===== src/rtl/core/swxre_pkg.sv =====
// ---------------------------------------------------------------------------
// swxre_pkg
// Shared types and constants of the sliding-window XOR repair encoder.
// ---------------------------------------------------------------------------
`default_nettype none
package swxre_pkg;

  localparam int unsigned WCNT_W  = 5;
  localparam int unsigned IVL_W   = 8;
  localparam int unsigned CFG_W   = 8;
  localparam int unsigned DATA_W  = 64;
  localparam int unsigned BYTES_W = 4;
  localparam int unsigned SEQ_W   = 32;

  localparam logic CFG_WINDOW_COUNT    = 1'b0;
  localparam logic CFG_REPAIR_INTERVAL = 1'b1;

  localparam logic [WCNT_W-1:0] WCNT_RESET = 5'd16;
  localparam logic [IVL_W-1:0]  IVL_RESET  = 8'd4;

  typedef enum logic [2:0] {
    ST_IDLE,
    ST_INIT,
    ST_LEN,
    ST_RD,
    ST_ACC,
    ST_EMIT
  } state_t;

  typedef struct packed {
    logic accept;
    logic init;
    logic len_step;
    logic rd;
    logic acc;
    logic emit;
  } cmd_t;

  typedef struct packed {
    logic due;
    logic len_done;
    logic slots_done;
    logic w_last;
    logic out_free;
  } status_t;

endpackage
`default_nettype wire


===== src/rtl/core/swxre_ctrl.sv =====
// ---------------------------------------------------------------------------
// swxre_ctrl
// Sequencer: echo, window length scan, per-word slot sweep and emit.
// ---------------------------------------------------------------------------
`default_nettype none
module swxre_ctrl
  import swxre_pkg::*;
(
  input  wire     clk,
  input  wire     rst,
  input  wire     in_valid,
  output logic    in_ready,
  input  status_t sts,
  output cmd_t    cmd
);

  state_t state, state_next;

  always_ff @(posedge clk) begin
    if (rst) state <= ST_IDLE;
    else     state <= state_next;
  end

  always_comb begin
    state_next = state;
    unique case (state)
      ST_IDLE: if (in_valid && sts.out_free && sts.due) state_next = ST_INIT;
      ST_INIT: state_next = ST_LEN;
      ST_LEN:  if (sts.len_done) state_next = ST_RD;
      ST_RD:   state_next = ST_ACC;
      ST_ACC:  state_next = sts.slots_done ? ST_EMIT : ST_RD;
      ST_EMIT: if (sts.out_free) state_next = sts.w_last ? ST_IDLE : ST_RD;
      default: state_next = ST_IDLE;
    endcase
  end

  always_comb begin
    cmd      = '0;
    in_ready = 1'b0;
    unique case (state)
      ST_IDLE: begin
        in_ready   = sts.out_free;
        cmd.accept = in_valid && sts.out_free;
      end
      ST_INIT: cmd.init     = 1'b1;
      ST_LEN:  cmd.len_step = 1'b1;
      ST_RD:   cmd.rd       = 1'b1;
      ST_ACC:  cmd.acc      = 1'b1;
      ST_EMIT: cmd.emit     = sts.out_free;
      default: cmd = '0;
    endcase
  end

endmodule
`default_nettype wire


===== config.mk =====
export PLATFORM = sky130hd
export DESIGN_NAME = swxre_ctrl
export DESIGN_NICKNAME = d
export VERILOG_FILES = /design/src/rtl/core/swxre_pkg.sv /design/src/rtl/core/swxre_ctrl.sv
export SDC_FILE = /design/constraint.sdc
export NUM_CORES = 1
export LEC_CHECK = 0
export BUFFER_PORTS_ARGS = -buffer_cell sky130_fd_sc_hd__buf_2
export CAP_MARGIN = 10
export CORE_AREA = 3 3 40 42
export DETAILED_ROUTE_END_ITERATION = 7
export DIE_AREA = 0 0 43 45
export GPL_TIMING_DRIVEN = 0
export PLACE_DENSITY = 0.46
export SYNTH_ARGS = -nofsm -noshare
export SYNTH_HDL_FRONTEND = slang
export SYNTH_SLANG_ARGS = --single-unit

===== constraint.sdc =====
create_clock -name clk -period 3 [get_ports clk]
set_clock_uncertainty 0.1 [all_clocks]
set_input_delay 0.3 -clock clk [delete_from_list [all_inputs] [get_ports clk]]
set_output_delay 0.3 -clock clk [all_outputs]
set_load 0.01 [all_outputs]

==> metrics.txt <==
starting density of the core 0.2113; total global routing overflow 0; worst-margin pin slew 344.6 ps; final setup slack of the worst path 1331 ps; clock power share 0.502; synth warn 0; Top reg by flops state; netlist area before placement 271.5 sq um; Final Setup Violations 0; final hold violation count 0; DR WL/cell 10.87 um; antenna violation net count after detailed routing 0; #FFs+latches synth 3; CTS Hold Buffers Added 0; clock sink total 3; distinct cell type count after synthesis 25; Layout Cells excl Fill 67; number of buffer and inverter instances along the worst setup path 2; Std-Cell Rows 13; Avg Inst Size Synth 7.986 sq um; adder-cell share of the synthesized area 0; switching power total 0.03843 mW; ratio of cells with drive above 1 in the final layout 0.4423; routability-driven placement congestion ratio 0.6756; maximum clock frequency 0.5993 GHz; number of instances in the synthesized netlist 34; run status finished clean; Max Buffers Root-to-Sink 2; length of the first detailed-routing pass in iterations 4; standard cell core area 1285 sq um; remaining design rule violation count 0; die footprint 1935 sq um; arrival time at the worst endpoint 1270 ps; Die W 43 um; crit path max-delay cell type sky130_fd_sc_hd__dfxtp_1; worst-path maximum fanout 10; share of the synthesized netlist area taken by xor and xnor gates 0; net count after synthesis 42; first-pass GRT wire length 1117 um; type of the worst setup path register to output pin; share of the clock period used by the worst path after layout 0.5562; most common cell after layout, fill and taps aside sky130_fd_sc_hd__buf_2; area grow syn2layout 42.40%; Reg clk slew, reported paths 40 ps; HP Class primary input to register; clock latency on the worst-skew pair 240 ps; Inserted Diodes 0; number of levels the H-tree was split into 1; CTS tree yes; longest individual stage delay on the worst path 290 ps; share of the yosys chip area belonging to registers 0.2212; detailed-route wire length 728 um; max FFs per register 3; setup_tns 0 ps; chip height 45 um; largest registers in the final layout state: 3 flops; multiplexer fraction of the synthesized cell area 0; Compound-Gate Fraction of Synth Area 0.2857; Starting DRT DRC Count 5; # nets final 61; Worst path top cell family by delay simple AND/OR/NAND/NOR gates; total leakage power 0.1905 nW; worst slew margin relative to its limit 0.7643; Slew Viols, Final 0; pin count of the biggest net entering global routing 11; cell-by-cell listing of the critical path buf_4 -> nor2_1 -> and3_1 -> buf_2; Boundary Pins 15; time the final worst path needs with I/O delays and setup 1669 ps; count of max-cap constraint violations 0; post-CTS setup buffer count 0; kind of start point of the critical path register; Resized cells post-CTS 0; ratio of routed vias to standard cells 4.493; logic gate share of total power 0.211; Buffers on Ports 14; power per cell area 377.1 nW/um^2; Placed Cells 63; Net Sw Frac 0.2636; antenna violations before repair 0; relative contribution of sequential cells to total power 0.287; global-route usage over all layers 0.07897; Inserted Clock Buffers 3; routed via count 301; buffer type at the clock tree root sky130_fd_sc_hd__clkbuf_4; Peak VDD IR 0.00009433 V; reg-to-reg slack, setup 1710 ps; post-DP HPWL 538.6 um; worst slack after detailed placement 1581 ps; vias in the first global route 270; combinational family with the most area after synthesis simple AND/OR/NAND/NOR gates; Worst setup EP type output pin; worst path required time 2600 ps; Internal Pwr Total 0.1074 mW; setup repair after global routing missed its margin false; commonest non-fill, non-tap cells in the layout sky130_fd_sc_hd__buf_2 (15), sky130_fd_sc_hd__nand2_1 (3), sky130_fd_sc_hd__clkbuf_4 (3), sky130_fd_sc_hd__dfxtp_1 (3); simple-gate share of the synthesized area 0.3779
-- logic make-up after synthesis --
family,Yosys count
and+or+nand+nor,17
AOI/OAI and AO/OA,9
buffers and inverters,5
DFF,3
-- path summary, 6_finish.rpt --
path	from	endpoint	cells after the start
min reg2reg	state[2]	state[0]	2
max reg2reg	state[0]	state[1]	4
max	state[2]	cmd[5]	4
min	rst	state[1]	2
-- through the flow --
| stage | power [mW] | utilization | hold WS (ps) | cell area [sq um] |
|---|---|---|---|---|
| after floorplan | 0.06162 | - | 266.2 | 271.5 |
| after global placement | 0.07365 | 0.2804 | 406.5 | 360.3 |
| after detailed placement | 0.07325 | 0.2804 | 402.7 | 360.3 |
| after CTS | 0.1477 | 0.3009 | 151.7 | 386.6 |
| after global routing | 0.1510 | 0.3009 | 173.5 | 386.6 |
| final | 0.1458 | 0.3009 | 155.5 | 386.6 |
-- power groups by stage --
stage               clock [mW]  combinational [mW]  sequential, mW
floorplan                    0              0.0192          0.0424
global placement             0              0.0312          0.0425
detailed placement           0              0.0308          0.0425
CTS                     0.0749              0.0310          0.0418
global route            0.0755              0.0336          0.0419
finish                  0.0732              0.0308          0.0418
-- area by class of cell --
cell class,count,area [sq um]
Multi-Input combinational cell,26,180.2
Inverter,2,7.507
Buffer,3,23.77
Tap cell,15,18.77
Fill cell,146,898.4
Clock buffer,4,26.28
Sequential cell,3,60.06
Timing Repair Buffer,14,70.07
-- metal layers --
layer | global-route usage | part of all wire | up-vias
li1 | - | - | 156
met1 | 0.1007 | 0.46 | 131
met2 | 0.1108 | 0.48 | 14
met3 | 0.003984 | 0.056 | 0
met4 | 0.09036 | 0 | 0
met5 | 0 | 0 | -
-- synthesized netlist by cell type --
cell / number / area, sq um
sky130_fd_sc_hd__o211a_1: 1 / 10.01
sky130_fd_sc_hd__or2_2: 1 / 6.260
sky130_fd_sc_hd__inv_1: 2 / 7.510
sky130_fd_sc_hd__buf_2: 1 / 5.000
sky130_fd_sc_hd__nor2b_1: 2 / 12.51
sky130_fd_sc_hd__buf_6: 1 / 11.26
sky130_fd_sc_hd__nand2b_4: 1 / 13.76
sky130_fd_sc_hd__and2b_1: 1 / 7.510
sky130_fd_sc_hd__nor2_1: 2 / 7.510
sky130_fd_sc_hd__a221oi_2: 1 / 15.01
sky130_fd_sc_hd__a21oi_1: 2 / 10.01
sky130_fd_sc_hd__buf_4: 1 / 7.510
sky130_fd_sc_hd__and3_1: 2 / 12.51
sky130_fd_sc_hd__a21boi_0: 1 / 7.510
sky130_fd_sc_hd__nor3_1: 1 / 5.000
sky130_fd_sc_hd__o32a_1: 1 / 10.01
sky130_fd_sc_hd__or2b_1: 1 / 7.510
sky130_fd_sc_hd__nand2_1: 3 / 11.26
sky130_fd_sc_hd__and2_1: 1 / 6.260
sky130_fd_sc_hd__a2111oi_0: 1 / 8.760
sky130_fd_sc_hd__o211ai_1: 1 / 7.510
sky130_fd_sc_hd__a22o_1: 1 / 8.760
sky130_fd_sc_hd__dfxtp_1: 3 / 60.06
sky130_fd_sc_hd__nor3b_1: 1 / 7.510
sky130_fd_sc_hd__nand3_1: 1 / 5.000
-- worst reg2reg max path, delay by kind of cell (launching register included) --
kind	cells	cell delay, ps
and+or+nand+nor	1	130
AOI/OAI and AO/OA	2	540
DFF	1	300
buffers and inverters	1	130
Power figures use the tool's default switching activity.
